$ cat config.mk
export PLATFORM = sky130hd
export DESIGN_NAME = sti_div
export DESIGN_NICKNAME = d
export VERILOG_FILES = /design/src/rtl/core/sorted_table_linear_interpolator_macros.svh /design/src/rtl/core/sti_pkg.sv /design/src/rtl/core/sti_div.sv
export SDC_FILE = /design/constraint.sdc
export NUM_CORES = 1
export LEC_CHECK = 0
export BUFFER_PORTS_ARGS = -buffer_cell sky130_fd_sc_hd__buf_2
export CORE_MARGIN = 2
export CORE_UTILIZATION = 55
export CTS_CLUSTER_DIAMETER = 40
export DETAILED_ROUTE_END_ITERATION = 10
export GPL_TIMING_DRIVEN = 0
export PLACE_DENSITY_LB_ADDON = 0.12
export SETUP_SLACK_MARGIN = 0.2
export SYNTH_ARGS = -nofsm -noshare
export SYNTH_HDL_FRONTEND = slang
export SYNTH_SLANG_ARGS = --single-unit
$ cat constraint.sdc
create_clock -name clk -period 7.6 [get_ports clk]
set_clock_uncertainty 0.1 [all_clocks]
set_input_delay 1.9 -clock clk [delete_from_list [all_inputs] [get_ports clk]]
set_output_delay 1.9 -clock clk [all_outputs]
set_load 0.02 [all_outputs]
$ cat src/rtl/core/sorted_table_linear_interpolator_macros.svh
`ifndef SORTED_TABLE_LINEAR_INTERPOLATOR_MACROS_SVH
`define SORTED_TABLE_LINEAR_INTERPOLATOR_MACROS_SVH

// same-cycle implication check
`define STI_ASSERT_NOW(label, ante, cons) \
  label: assert property (@(posedge clk) disable iff (rst) (ante) |-> (cons)) \
    else $error("interpolator check failed");

// next-cycle implication check
`define STI_ASSERT_NEXT(label, ante, cons) \
  label: assert property (@(posedge clk) disable iff (rst) (ante) |=> (cons)) \
    else $error("interpolator check failed");

`endif

$ cat src/rtl/core/sti_pkg.sv
package sti_pkg;

  localparam int Depth  = 64;
  localparam int CountW = 7;
  localparam int ValueW = 32;
  localparam int ProdW  = 2 * ValueW;

  localparam logic KIND_INSERT = 1'b0;
  localparam logic KIND_EVAL   = 1'b1;

  localparam logic [1:0] ST_OK   = 2'd0;
  localparam logic [1:0] ST_DUP  = 2'd1;
  localparam logic [1:0] ST_FULL = 2'd2;
  localparam logic [1:0] ST_SAT  = 2'd3;

  typedef struct packed {
    logic                     kind;
    logic signed [ValueW-1:0] x_value;
    logic signed [ValueW-1:0] y_value;
  } req_t;

  typedef struct packed {
    logic signed [ValueW-1:0] result_value;
    logic [1:0]               status;
  } rsp_t;

  typedef struct packed {
    logic              write;
    logic              load;
    logic [ValueW-1:0] key_x;
    logic [ValueW-1:0] key_y;
  } cell_ctl_t;

  typedef struct packed {
    logic first;
    logic active;
    logic tail;
    logic last;
  } cell_pos_t;

  typedef struct packed {
    logic              hit;
    logic [ValueW-1:0] xa;
    logic [ValueW-1:0] ya;
    logic [ValueW-1:0] xb;
    logic [ValueW-1:0] yb;
  } seg_t;

endpackage

$ cat src/rtl/core/sti_div.sv
module sti_div (
  input  logic                          clk,
  input  logic                          rst,
  input  logic                          start,
  input  logic [sti_pkg::ProdW-1:0]     num,
  input  logic [sti_pkg::ValueW-1:0]    den,
  output logic                          done,
  output logic [sti_pkg::ProdW-1:0]     quo
);

  localparam int StepW = $clog2(sti_pkg::ProdW);

  logic [sti_pkg::ProdW-1:0]  acc;
  logic [sti_pkg::ValueW-1:0] rem;
  logic [sti_pkg::ValueW-1:0] dv;
  logic [StepW-1:0]           cnt;
  logic                       running;
  logic [sti_pkg::ValueW+1:0] diff;

  assign diff = {1'b0, rem, acc[sti_pkg::ProdW-1]} - {2'b00, dv};
  assign quo  = acc;

  always_ff @(posedge clk) begin
    if (rst) begin
      running <= 1'b0;
      done    <= 1'b0;
      cnt     <= '0;
    end else begin
      done <= 1'b0;
      if (start) begin
        running <= 1'b1;
        cnt     <= '0;
      end else if (running) begin
        cnt <= cnt + 1'b1;
        if (cnt == StepW'(sti_pkg::ProdW - 1)) begin
          running <= 1'b0;
          done    <= 1'b1;
        end
      end
    end
  end

  // restoring division, one quotient bit per cycle
  always_ff @(posedge clk) begin
    if (start) begin
      acc <= num;
      rem <= '0;
      dv  <= den;
    end else if (running) begin
      if (!diff[sti_pkg::ValueW+1]) begin
        rem <= diff[sti_pkg::ValueW-1:0];
      end else begin
        rem <= {rem[sti_pkg::ValueW-2:0], acc[sti_pkg::ProdW-1]};
      end
      acc <= {acc[sti_pkg::ProdW-2:0], !diff[sti_pkg::ValueW+1]};
    end
  end

endmodule

==> results.toml <==
[floorplan]
core_sq_um = 12800
row_count = 41
initial_utilization = 0.569
die_w_um = 119
io_pins = 164
die_h_um = 119
die_area_sq_um = 14100

[global_route]
track_usage = 0.256
antenna_found_initial = 0
grt_pass1_vias = 5916
gr-max-usage-layer = "met2"
grt_pass1_wl_um = 28700
grtUsageMet3 = 0.0920
grt-ovfl-total = 0
grt_util_met1 = 0.293
grt_max_degree = 49
use_met2 = 0.449

[clock_tree]
htreeDepth = 4
postCtsResizedCells = 0
holdBufCountCts = 0
clk_pin_slew_ns = 0.05
numCtsBuffers = 17
cts.sinks = 136
clockRootBuffer = "clkbuf_16"
cts_setup_buffers = 0
clkLatencyLatePin_ns = 0.42
cts_tree = "done"
cts_max_path_buffers = 2

[sta]
hold_ws_ns = 0.388
finalHoldViolCount = 0
maxSlewHeadroom = 0.433
finalSetupTns_ns = 0
post-route-min-period_ns = 3.92
finalSetupViolations = 0
fin_ws_ns = 3.68
period_share = 0.516
max_slew.worst_pin.slew_ns = 0.851
fmax_mhz = 255
slew_violations = 0
rsz0062_at_grt = "no"

[synthesis]
yosys-top-cells-area = "edfxtp_1, dfxtp_1, mux2_2, ha_1, nand2_1"
synth_cell_type_count = 60
synthCells = 655
ys_ff_latch = 136
yosysTopAreaCell = "edfxtp_1"
ys.flop_type = "edfxtp_1"
ys_top_cells_by_count = "edfxtp_1, mux2_2, nand2_1"
synth_nets = 788
synth_edf_count = 96
ys_seq_area_frac = 0.507
avgSynthCellArea_sq_um = 11.1
yosysTopAreaCellShare = 0.397
synth_async_sr_flop_share = 0
synth_area_sq_um = 7260
ys_warn_count = 0
synth_most_common_cell = "edfxtp_1"

[run]
drv_cap = 0

[place]
io_buffers = 163
hpwlAfterDp_um = 13000
post-place-ws_ns = 3.21
routabilityCongestion = 0.970

[final_layout]
fin_util = 0.695
multi_input_area_sq_um = 3260
insertedDiodeCount = 0
finalNetCount = 971
area_growth_pct = 22.2
drive_gt1_frac = 0.324
fillers = 951
seqCellArea_sq_um = 3680

[setup_path]
crit_fanout = 37
worstPathCellList = "buf_2 > clkbuf_1 > clkbuf_1 > mux2_2"
cp.required_ns = 7.67
worst-path-buf-inv = 3
worstPathArrival_ns = 3.99
crit_top_cell = "clkbuf_1"
crit_type = "in -> reg"
path_delay_family = "buffers and inverters"
critPathMaxStageDelay_ns = 0.64
cp_slowest_cell = "buf_2"
end_kind = "register"
critPathLaunchType = "input pin"

[pwr]
p_switching_mw = 0.582
power_frac_seq = 0.434
swShare = 0.280
powerDensity_nw_per_um2 = 234
p_int_mw = 1.49
ir_drop_uv = 207
p_leak_nw = 3.72
combPwrFrac = 0.191
clockPowerShare = 0.375

[outcome]
status = "completed"

[route]
via_per_inst = 5.74
drcViolationCount = 0
totalWireLength_um = 17500
drt_iter0_drc = 427
drtPass1Iterations = 5
wl_per_cell_um = 17.1
ant_nets = 0
vias = 5877

[worst_hold_path]
hold_path_class = "reg -> reg"
## worst min-delay path: stages, from the launching register on
cell	delay, ns
dfxtp_1	0.31
o21ai_0	0.07
a21oi_1	0.06
## registers in the layout, summed over array words and instances (netlist names)
name,cells
running,1
dv,32
quo,64
rem,32
cnt,6
done,1
## final cells by class
cell class                 instances  area share
inverter                          48      0.0203
buffer                            29      0.0159
clock buffer                      21      0.0519
multi-input combinational        442       0.367
timing repair buffer             164      0.0942
sequential                       136       0.415
clock inverter                    11      0.0110
tap                              172      0.0243
## power groups by stage
stage          Combinational (mW)  Clock [mW]  Sequential [mW]
2_1_floorplan               0.227           0            0.956
3_3_place_gp                0.382           0            0.914
3_5_place_dp                0.394           0            0.915
4_1_cts                     0.396       0.788            0.902
5_1_grt                     0.437       0.824            0.909
6_report                    0.397       0.779            0.901
## metal layers
layer / wire [um] / up-vias
met5: 0 / -
met4: 289 / 0
met3: 1480 / 28
met2: 8800 / 214
met1: 6910 / 2821
li1: - / 2814
## cells in the final DEF, fill, tap and decap left out, drive strengths merged, types with 13 or more instances in the layout
master,count
buf,173
edfxtp,96
mux2,64
nand2,57
inv,51
nor2,43
clkbuf,41
dfxtp,40
o21ai,36
ha,33
a21oi,27
a311oi,17
xnor2,15
nand3,13
## stage by stage
step | area [sq um] | std cells | power [mW]
floorplan | 7260 | 655 | 1.18
global placement | 8290 | 990 | 1.30
detailed placement | 8310 | 991 | 1.31
CTS | 8870 | 1023 | 2.09
global route | 8870 | 1023 | 2.17
finish | 8870 | 1023 | 2.08
## worst paths after layout
check / from / to / slack (ns) / cells past startpoint
worst max-delay path: start / quo[62] / 3.68 / 4
worst min-delay path: cnt[5] / cnt[5] / 0.39 / 2
worst max register to register: quo[63] / rem[28] / 4.43 / 12
worst min register to register: cnt[5] / cnt[5] / 0.39 / 2
## cells by family after synthesis
| logic type | count (synthesis) | synth area share |
|---|---|---|
| compound gates | 151 | 0.148 |
| simple gates | 162 | 0.103 |
| fa+ha+maj | 34 | 0.0596 |
| xor+xnor | 26 | 0.0314 |
| mux | 69 | 0.106 |
| flops | 136 | 0.507 |
| buf+inv | 77 | 0.0443 |
Power figures use the tool's default switching activity.
