--- config.mk ---
export PLATFORM = sky130hd
export DESIGN_NAME = sti_cell
export DESIGN_NICKNAME = d
export VERILOG_FILES = /design/src/rtl/core/sorted_table_linear_interpolator_macros.svh /design/src/rtl/core/sti_pkg.sv /design/src/rtl/core/sti_cell.sv
export SDC_FILE = /design/constraint.sdc
export NUM_CORES = 1
export LEC_CHECK = 0
export BUFFER_PORTS_ARGS = -buffer_cell sky130_fd_sc_hd__buf_2
export CAP_MARGIN = 20
export CELL_PAD_IN_SITES_DETAIL_PLACEMENT = 0
export CELL_PAD_IN_SITES_GLOBAL_PLACEMENT = 2
export CORE_AREA = 2 2 207 209
export CTS_CLUSTER_DIAMETER = 30
export CTS_CLUSTER_SIZE = 12
export DETAILED_ROUTE_END_ITERATION = 10
export DIE_AREA = 0 0 209 211
export PLACE_DENSITY_LB_ADDON = 0.3
export SYNTH_ARGS = -nofsm -noshare
export SYNTH_HDL_FRONTEND = slang
export SYNTH_SLANG_ARGS = --single-unit
--- constraint.sdc ---
create_clock -name clk -period 3.76 [get_ports clk]
set_input_delay 0.188 -clock clk [delete_from_list [all_inputs] [get_ports clk]]
set_output_delay 0.188 -clock clk [all_outputs]
set_load 0.1 [all_outputs]
--- src/rtl/core/sorted_table_linear_interpolator_macros.svh ---
`ifndef SORTED_TABLE_LINEAR_INTERPOLATOR_MACROS_SVH
`define SORTED_TABLE_LINEAR_INTERPOLATOR_MACROS_SVH

// same-cycle implication check
`define STI_ASSERT_NOW(label, ante, cons) \
  label: assert property (@(posedge clk) disable iff (rst) (ante) |-> (cons)) \
    else $error("interpolator check failed");

// next-cycle implication check
`define STI_ASSERT_NEXT(label, ante, cons) \
  label: assert property (@(posedge clk) disable iff (rst) (ante) |=> (cons)) \
    else $error("interpolator check failed");

`endif

--- src/rtl/core/sti_pkg.sv ---
package sti_pkg;

  localparam int Depth  = 64;
  localparam int CountW = 7;
  localparam int ValueW = 32;
  localparam int ProdW  = 2 * ValueW;

  localparam logic KIND_INSERT = 1'b0;
  localparam logic KIND_EVAL   = 1'b1;

  localparam logic [1:0] ST_OK   = 2'd0;
  localparam logic [1:0] ST_DUP  = 2'd1;
  localparam logic [1:0] ST_FULL = 2'd2;
  localparam logic [1:0] ST_SAT  = 2'd3;

  typedef struct packed {
    logic                     kind;
    logic signed [ValueW-1:0] x_value;
    logic signed [ValueW-1:0] y_value;
  } req_t;

  typedef struct packed {
    logic signed [ValueW-1:0] result_value;
    logic [1:0]               status;
  } rsp_t;

  typedef struct packed {
    logic              write;
    logic              load;
    logic [ValueW-1:0] key_x;
    logic [ValueW-1:0] key_y;
  } cell_ctl_t;

  typedef struct packed {
    logic first;
    logic active;
    logic tail;
    logic last;
  } cell_pos_t;

  typedef struct packed {
    logic              hit;
    logic [ValueW-1:0] xa;
    logic [ValueW-1:0] ya;
    logic [ValueW-1:0] xb;
    logic [ValueW-1:0] yb;
  } seg_t;

endpackage

--- src/rtl/core/sti_cell.sv ---
module sti_cell (
  input  logic                          clk,
  input  logic                          rst,
  input  sti_pkg::cell_ctl_t            ctl,
  input  sti_pkg::cell_pos_t            pos,
  input  logic [sti_pkg::ValueW-1:0]    prev_x,
  input  logic [sti_pkg::ValueW-1:0]    prev_y,
  input  logic                          prev_lt,
  input  logic [sti_pkg::ValueW-1:0]    next_x,
  input  logic [sti_pkg::ValueW-1:0]    next_y,
  input  logic                          next_ge,
  input  logic                          next_last,
  input  sti_pkg::seg_t                 seg_in,
  output logic [sti_pkg::ValueW-1:0]    x_out,
  output logic [sti_pkg::ValueW-1:0]    y_out,
  output logic                          lt,
  output logic                          eq,
  output logic                          ge,
  output sti_pkg::seg_t                 seg_out
);

  logic [sti_pkg::ValueW-1:0] px;
  logic [sti_pkg::ValueW-1:0] py;
  sti_pkg::seg_t              seg;
  logic                       sel;

  assign lt  = pos.active & ($signed(ctl.key_x) < $signed(px));
  assign eq  = pos.active & (ctl.key_x == px);
  assign ge  = pos.active & !lt;
  assign sel = (pos.first & !ge) | (ge & !next_ge & !pos.last) | (next_ge & next_last);

  assign x_out   = px;
  assign y_out   = py;
  assign seg_out = seg;

  always_ff @(posedge clk) begin
    if (ctl.write) begin
      if (prev_lt) begin
        px <= prev_x;
        py <= prev_y;
      end else if (lt | pos.tail) begin
        px <= ctl.key_x;
        py <= ctl.key_y;
      end
    end
  end

  // segment search result walks toward the end of the chain
  always_ff @(posedge clk) begin
    if (rst) begin
      seg <= '0;
    end else if (ctl.load) begin
      seg.hit <= sel;
      seg.xa  <= px;
      seg.ya  <= py;
      seg.xb  <= next_x;
      seg.yb  <= next_y;
    end else begin
      seg <= seg_in;
    end
  end

endmodule

==> results of run 1 <==
worst min-delay path by stage:
stage                           from     endpoint  slack (ns)  cells after the start
after global placement    seg_in[12]  seg_out[12]        0.42                      3
final                        ctl[32]     x_out[0]        0.05                      3
after CTS                    ctl[15]    y_out[15]      0.0004                      2
after detailed placement  seg_in[74]  seg_out[74]        0.42                      3
after floorplan            seg_in[0]   seg_out[0]        0.33                      2
after global routing         ctl[24]    y_out[24]        0.02                      2
layout make-up:
| cell class | count | area, µm² |
|---|---|---|
| well taps | 539 | 674 |
| multi-input cells | 411 | 3380 |
| fillers | 4299 | 26700 |
| diodes | 2 | 5.00 |
| repair buffers | 846 | 5820 |
| clock inverters | 11 | 124 |
| flip-flops and latches | 193 | 4500 |
| clock buffers | 21 | 460 |
| inverters | 34 | 128 |
Yosys cell counts (all sizes together), types with 3 or more instances:
| cell | count |
|---|---|
| nor2 | 134 |
| dfxtp | 129 |
| mux2i | 128 |
| edfxtp | 64 |
| mux2 | 63 |
| inv | 34 |
| ha | 32 |
| clkbuf | 24 |
| a21oi | 12 |
| buf | 12 |
| nand2 | 10 |
| nand4 | 6 |
| o21ai | 3 |
power breakdown:
| part | leakage [nW] | switching, mW | internal [mW] |
|---|---|---|---|
| registers | 1.69 | 0.0540 | 2.32 |
| clock network | 0.289 | 0.888 | 1.02 |
| logic | 5.37 | 1.52 | 0.664 |
| total | 7.35 | 2.47 | 4.00 |
metal layers:
metal | wire, µm | global-route usage | share of wire | vias up
li1 | - | - | - | 3991
met1 | 13800 | 0.170 | 0.39 | 3825
met2 | 18100 | 0.288 | 0.52 | 292
met3 | 2350 | 0.0561 | 0.067 | 45
met4 | 806 | 0.0633 | 0.023 | 4
met5 | 30 | 0 | 0.00085 | -
state kept, by name (all words and copies together), names as in the netlist:
name,flops
y_out,32
x_out,32
seg_out,129
stage by stage:
stage	total power, mW	TNS (ns)	std cells	cell area [µm²]
after floorplan	3.85	-33.54	674	8160
after global placement	4.31	0	1716	11400
after detailed placement	4.32	0	1716	11400
after CTS	6.57	0	2055	15100
after global routing	6.74	0	2057	15100
final	6.46	0	2057	15100
cells by family after synthesis:
logic type | synth area share
compound gates | 0.0276
fa+ha+maj | 0.0496
buf+inv | 0.0341
flops | 0.558
mux | 0.247
simple gates | 0.0837
worst max-delay path: stages, from the launching register on:
cell and delay [ns]:
edfxtp_1 0.37, inv_1 0.06, ha_1 0.31, and2_4 0.17, a221o_1 0.30, a21oi_2 0.16, a31oi_2 0.14, o31ai_1 0.58
inv_1 0.12, buf_2 0.33
cell usage in the layout, fill, tap and decap left out, types with 3 or more instances in the layout:
cell           Yosys  final
nor2_1           134    134
a21oi_1           11     11
buf_4              0     13
inv_6              0      4
o21ai_0            3      3
inv_1             34     30
ha_1              32     28
buf_2             10    524
dlygate4sd3_1      0    307
dfxtp_1          129    129
inv_2              0      4
edfxtp_1          64     64
ha_4               0      4
mux2i_1          128    128
nand2_1           10     10
nand4_2            4      3
mux2_2            63     63
clkbuf_16          0     17
==> summary.md, run 1 <==
| Metric | Value |
|---|---|
| RSZ-0062 raised after global routing | `false` |
| Minimum hold slack | `0.0459 ns` |
| P&R area growth vs syn | `87.1%` |
| # setup viols final | `0` |
| DR WL/cell | `roughly 17 µm` |
| Initial Util | `0.193` |
| Hold buffer count at CTS | `307` |
| Routed Antenna Nets | `0` |
| NumNets Final | `~1900` |
| HPWL after DPL | `between 20000 and 30000 µm` |
| Final Skew | `~0.013 ns` |
| Maximum VDD drop | `288 µV` |
| Synth Net Count | `approximately 1000` |
| # rows | `75` |
| Setup ws final | `0.530 ns` |
| Fin crit share | `0.859` |
| #FFs+latches synth | `193` |
| Via Count | `8157` |
| Remaining Overflow, GRT | `0` |
| Max-Cap Viols | `0` |
| H-tree Lvls | `4` |
| DRC Markers | `0` |
| Static Leak | `approximately 7.4 nW` |
| Largest area contributor in the netlist | `dfxtp_1` |
| Syn Std Cell Area | `about 8100 µm²` |
| FF-to-FF path depth | `10` |
| Top cell type's share of synthesized area | `0.320` |
| Worst skew pair latency | `0.50 ns` |
| R2R Setup Slk | `0.70 ns` |
| CP Class | `flip-flop to primary output` |
| Final Max Slew Viols | `0` |
| Final wirelength | `approximately 35000 µm` |
| Setup crit end kind | `primary output` |
| Largest net degree at the start of global routing | `68` |
| # IOs | `roughly 530` |
| Post-synth EDFFs | `64` |
| Power Density | `428 nW/µm²` |
| Synth warn | `0` |
| Die Ht | `211 µm` |
| Avg Cell Area, Syn | `about 12 µm²` |
| Worst Setup SP | `x_out[19]` |
| Root buf cell | `clkbuf_16` |
| Post-synthesis async set-or-reset flop share | `0` |
| CTS tree | `built` |
| Crit-path max FO | `3` |
| Clock transition at path regs | `approximately 0.070 ns` |
| Slew headroom | `0.411` |
| Slew @ Worst Pin | `0.883 ns` |
| Max Fclk | `~310 MHz` |
| Layout cells sized above 1 | `0.430` |
| Setup WS pre-CTS | `about 0.86 ns` |
| Core Util, Final | `0.362` |
| First-pass GRT wire length | `52000 µm` |
| WP data arrival | `around 3.0 ns` |
| Global Route Usage Sum | `0.159` |
| Max Root-Sink Buffers | `2` |
| Worst Hold Class | `primary input to flip-flop` |
| Antenna violations before repair | `4` |
| Post-CTS sizing | `0` |
| Cts bufs inserted | `17` |
| Crit path launch type | `flip-flop` |
| Placer Congestion | `roughly 0.77` |
| DRT iter0 DRCs | `around 220` |
| CP required | `between 3 and 4 ns` |
| Outcome | `complete, no violations` |
| Period minus WS final | `3.23 ns` |
| Post-CTS setup buffer count | `0` |
| Post-synth top flop | `dfxtp_1` |
| Crit Reg-Reg Startpoint | `x_out[19]` |
| R2R Path End | `seg_out[128]` |
| Die W | `about 210 µm` |
| Cells after synthesis | `~670` |
| Via density | `about 4.0` |
| Register area share after synthesis | `0.558` |
| First-pass DRT Iterations | `4` |
| Dominant cells by area after synthesis | `dfxtp_1, edfxtp_1, mux2i_1` |
| Post-synthesis cell type count | `36` |
| Clock Sinks | `193` |
| Port buffer count | `527` |
| Die area | `between 40000 and 50000 µm²` |
| Final Hold Vio Count | `0` |
| Worst Setup EP | `ge` |
| Vias in the first global route | `8841` |
| Total core area | `approximately 42000 µm²` |
No activity file was read; power rests on OpenSTA's default activity.
==> run 2: changes to the inputs <==
--- a/config.mk
+++ b/config.mk
@@ -9,11 +9,11 @@
 export CAP_MARGIN = 20
 export CELL_PAD_IN_SITES_DETAIL_PLACEMENT = 0
 export CELL_PAD_IN_SITES_GLOBAL_PLACEMENT = 2
-export CORE_AREA = 2 2 207 209
+export CORE_AREA = 2 2 204 206
 export CTS_CLUSTER_DIAMETER = 30
 export CTS_CLUSTER_SIZE = 12
 export DETAILED_ROUTE_END_ITERATION = 10
-export DIE_AREA = 0 0 209 211
+export DIE_AREA = 0 0 206 208
 export PLACE_DENSITY_LB_ADDON = 0.3
 export SYNTH_ARGS = -nofsm -noshare
 export SYNTH_HDL_FRONTEND = slang
==> constraint.sdc (replaced) <==
create_clock -name clk -period 3.65 [get_ports clk]
set_input_delay 0.1825 -clock clk [delete_from_list [all_inputs] [get_ports clk]]
set_output_delay 0.1825 -clock clk [all_outputs]
set_load 0.1 [all_outputs]
==> summary.md, run 2 (synthesis results as in run 1) <==
| Metric | Value |
|---|---|
| Cts bufs inserted | `17` |
| Final wirelength | `34200 µm` |
| Initial Util | `0.199` |
| Via Count | `roughly 8000` |
| Static Leak | `around 7.3 nW` |
| Antenna violations before repair | `6` |
| Worst-path cell chain | `inv_1 > ha_1 > nand4_2 > nor4_2 > a21bo_2 > a31oi_4 > o31ai_1 > inv_1 > buf_2` |
| HPWL after DPL | `~25000 µm` |
| Total core area | `around 41000 µm²` |
| H-tree Lvls | `4` |
| Via density | `4.02` |
| Max Fclk | `around 320 MHz` |
| Remaining Overflow, GRT | `0` |
| # rows | `74` |
| Fin crit share | `0.851` |
| Root buf cell | `clkbuf_16` |
| CP required | `about 3.5 ns` |
| Max-Cap Viols | `0` |
| DRC Markers | `0` |
| Max Root-Sink Buffers | `2` |
| Commonest non-fill, non-tap cell in the layout | `buf_2` |
| Most frequent CP cell | `inv_1` |
| CP Class | `flip-flop to primary output` |
| Final Skew | `between 0.01 and 0.015 ns` |
| Clock transition at path regs | `0.07 ns` |
| Global Route Usage Sum | `0.157` |
| Vias in the first global route | `around 8900` |
| Crit path largest cell delay | `roughly 0.46 ns` |
| Die W | `slightly above 200 µm` |
| First-pass GRT wire length | `roughly 50000 µm` |
| Final Hold Vio Count | `0` |
| Layout cells sized above 1 | `0.432` |
| RSZ-0062 raised after global routing | `false` |
| Critical-path top delay cell | `buf_2` |
| Switching Share | `0.386` |
| Largest net degree at the start of global routing | `a little under 60` |
| Total power | `approximately 6.5 mW` |
| CTS tree | `built` |
| Die area | `roughly 43000 µm²` |
| Combinational power share | `0.345` |
| # setup viols final | `0` |
| Largest register FFs | `roughly 130` |
| Period minus WS final | `just over 3 ns` |
| NumNets Final | `between 1500 and 2000` |
| Area of the multi-input gates | `between 3000 and 4000 µm²` |
| Psw | `between 2 and 3 mW` |
| # IOs | `528` |
| Storage cell area | `4500 µm²` |
| R2R Setup Slk | `0.81 ns` |
| Placer Congestion | `about 0.80` |
| Final Non-Filler Cells | `just over 2000` |
| Worst skew pair latency | `around 0.48 ns` |
| Slew @ Worst Pin | `between 0.7 and 0.8 ns` |
| DRT iter0 DRCs | `~230` |
| Clock share of power | `0.282` |
| Power Density | `434 nW/µm²` |
| Slew headroom | `0.485` |
| Setup crit end kind | `primary output` |
| P&R area growth vs syn | `86.3%` |
| Clock Sinks | `roughly 190` |
| Reg power frac | `0.374` |
| Outcome | `complete, no violations` |
| Commonest cells after routing, fill and taps aside | `buf_2, dlygate4sd3_1, nor2_1` |
| DR WL/cell | `16.7 µm` |
| Final Max Slew Viols | `0` |
| Inst Count DP | `around 1700` |
| WP data arrival | `about 2.9 ns` |
| Maximum VDD drop | `around 340 µV` |
| Design area | `~15000 µm²` |
| P_int | `between 4 and 5 mW` |
| Routed Antenna Nets | `0` |
| FILL cells | `slightly above 4000` |
| Crit-path max FO | `3` |
| Crit path launch type | `flip-flop` |
| First-pass DRT Iterations | `4` |
| Die Ht | `208 µm` |
| Placement Cell Area | `approximately 11000 µm²` |
| Worst Hold Class | `primary input to flip-flop` |
| Port buffer count | `approximately 530` |
run 2: layer usage:
layer  global-route usage  routed length (µm)  up-vias
li1                     -                   -     3990
met1                0.160               13100     3900
met2                0.287               17500      299
met3               0.0531                2510       46
met4               0.0685                 985        4
met5                    0                  30        -
run 2: layout make-up:
cell class / instances / share of cell area
antenna: 5 / 0.000832
sequential: 193 / 0.300
clock buffer: 19 / 0.0288
tap: 532 / 0.0443
inverter: 34 / 0.00849
timing repair buffer: 841 / 0.386
clock inverter: 12 / 0.00724
multi-input combinational: 411 / 0.225
run 2: final timing paths:
path,end,start,cells past startpoint
max,ge,x_out[13],9
min,x_out[20],ctl[52],2
max reg2reg,y_out[2],x_out[27],9
min reg2reg,seg_out[91],y_out[27],2
run 2: stage by stage:
step | utilization | setup TNS (ns) | setup WS [ns] | hold slack [ns]
after floorplan | - | -40.58 | -0.634 | 0.326
after global placement | 0.282 | 0 | 0.794 | 0.411
after detailed placement | 0.282 | 0 | 0.757 | 0.420
after CTS | 0.370 | 0 | 0.386 | 0.00285
after global routing | 0.371 | 0 | 0.249 | 0.0254
final | 0.371 | 0 | 0.544 | 0.0522
run 2: power by group through the flow:
stage                     combinational (mW)  sequential, mW  clock (mW)
after floorplan                        0.385            3.58           0
after global placement                  1.96            2.49           0
after detailed placement                1.96            2.49           0
after CTS                               2.26            2.44        1.93
after global routing                    2.36            2.46        2.00
final                                   2.25            2.44        1.84
run 2: what timing repair did:
item,in CTS,in global routing
hold buffers,303,0
gates resized for setup,0,0
buffers inserted,0,0
hold endpoints to repair,192,0
run 2: worst max-delay path, delay by kind of cell (launching register included):
family / cells / cell delay (ns)
buf+inv: 3 / 0.63
compound gates: 3 / 0.63
simple gates: 2 / 0.48
flops: 1 / 0.37
fa+ha+maj: 1 / 0.31
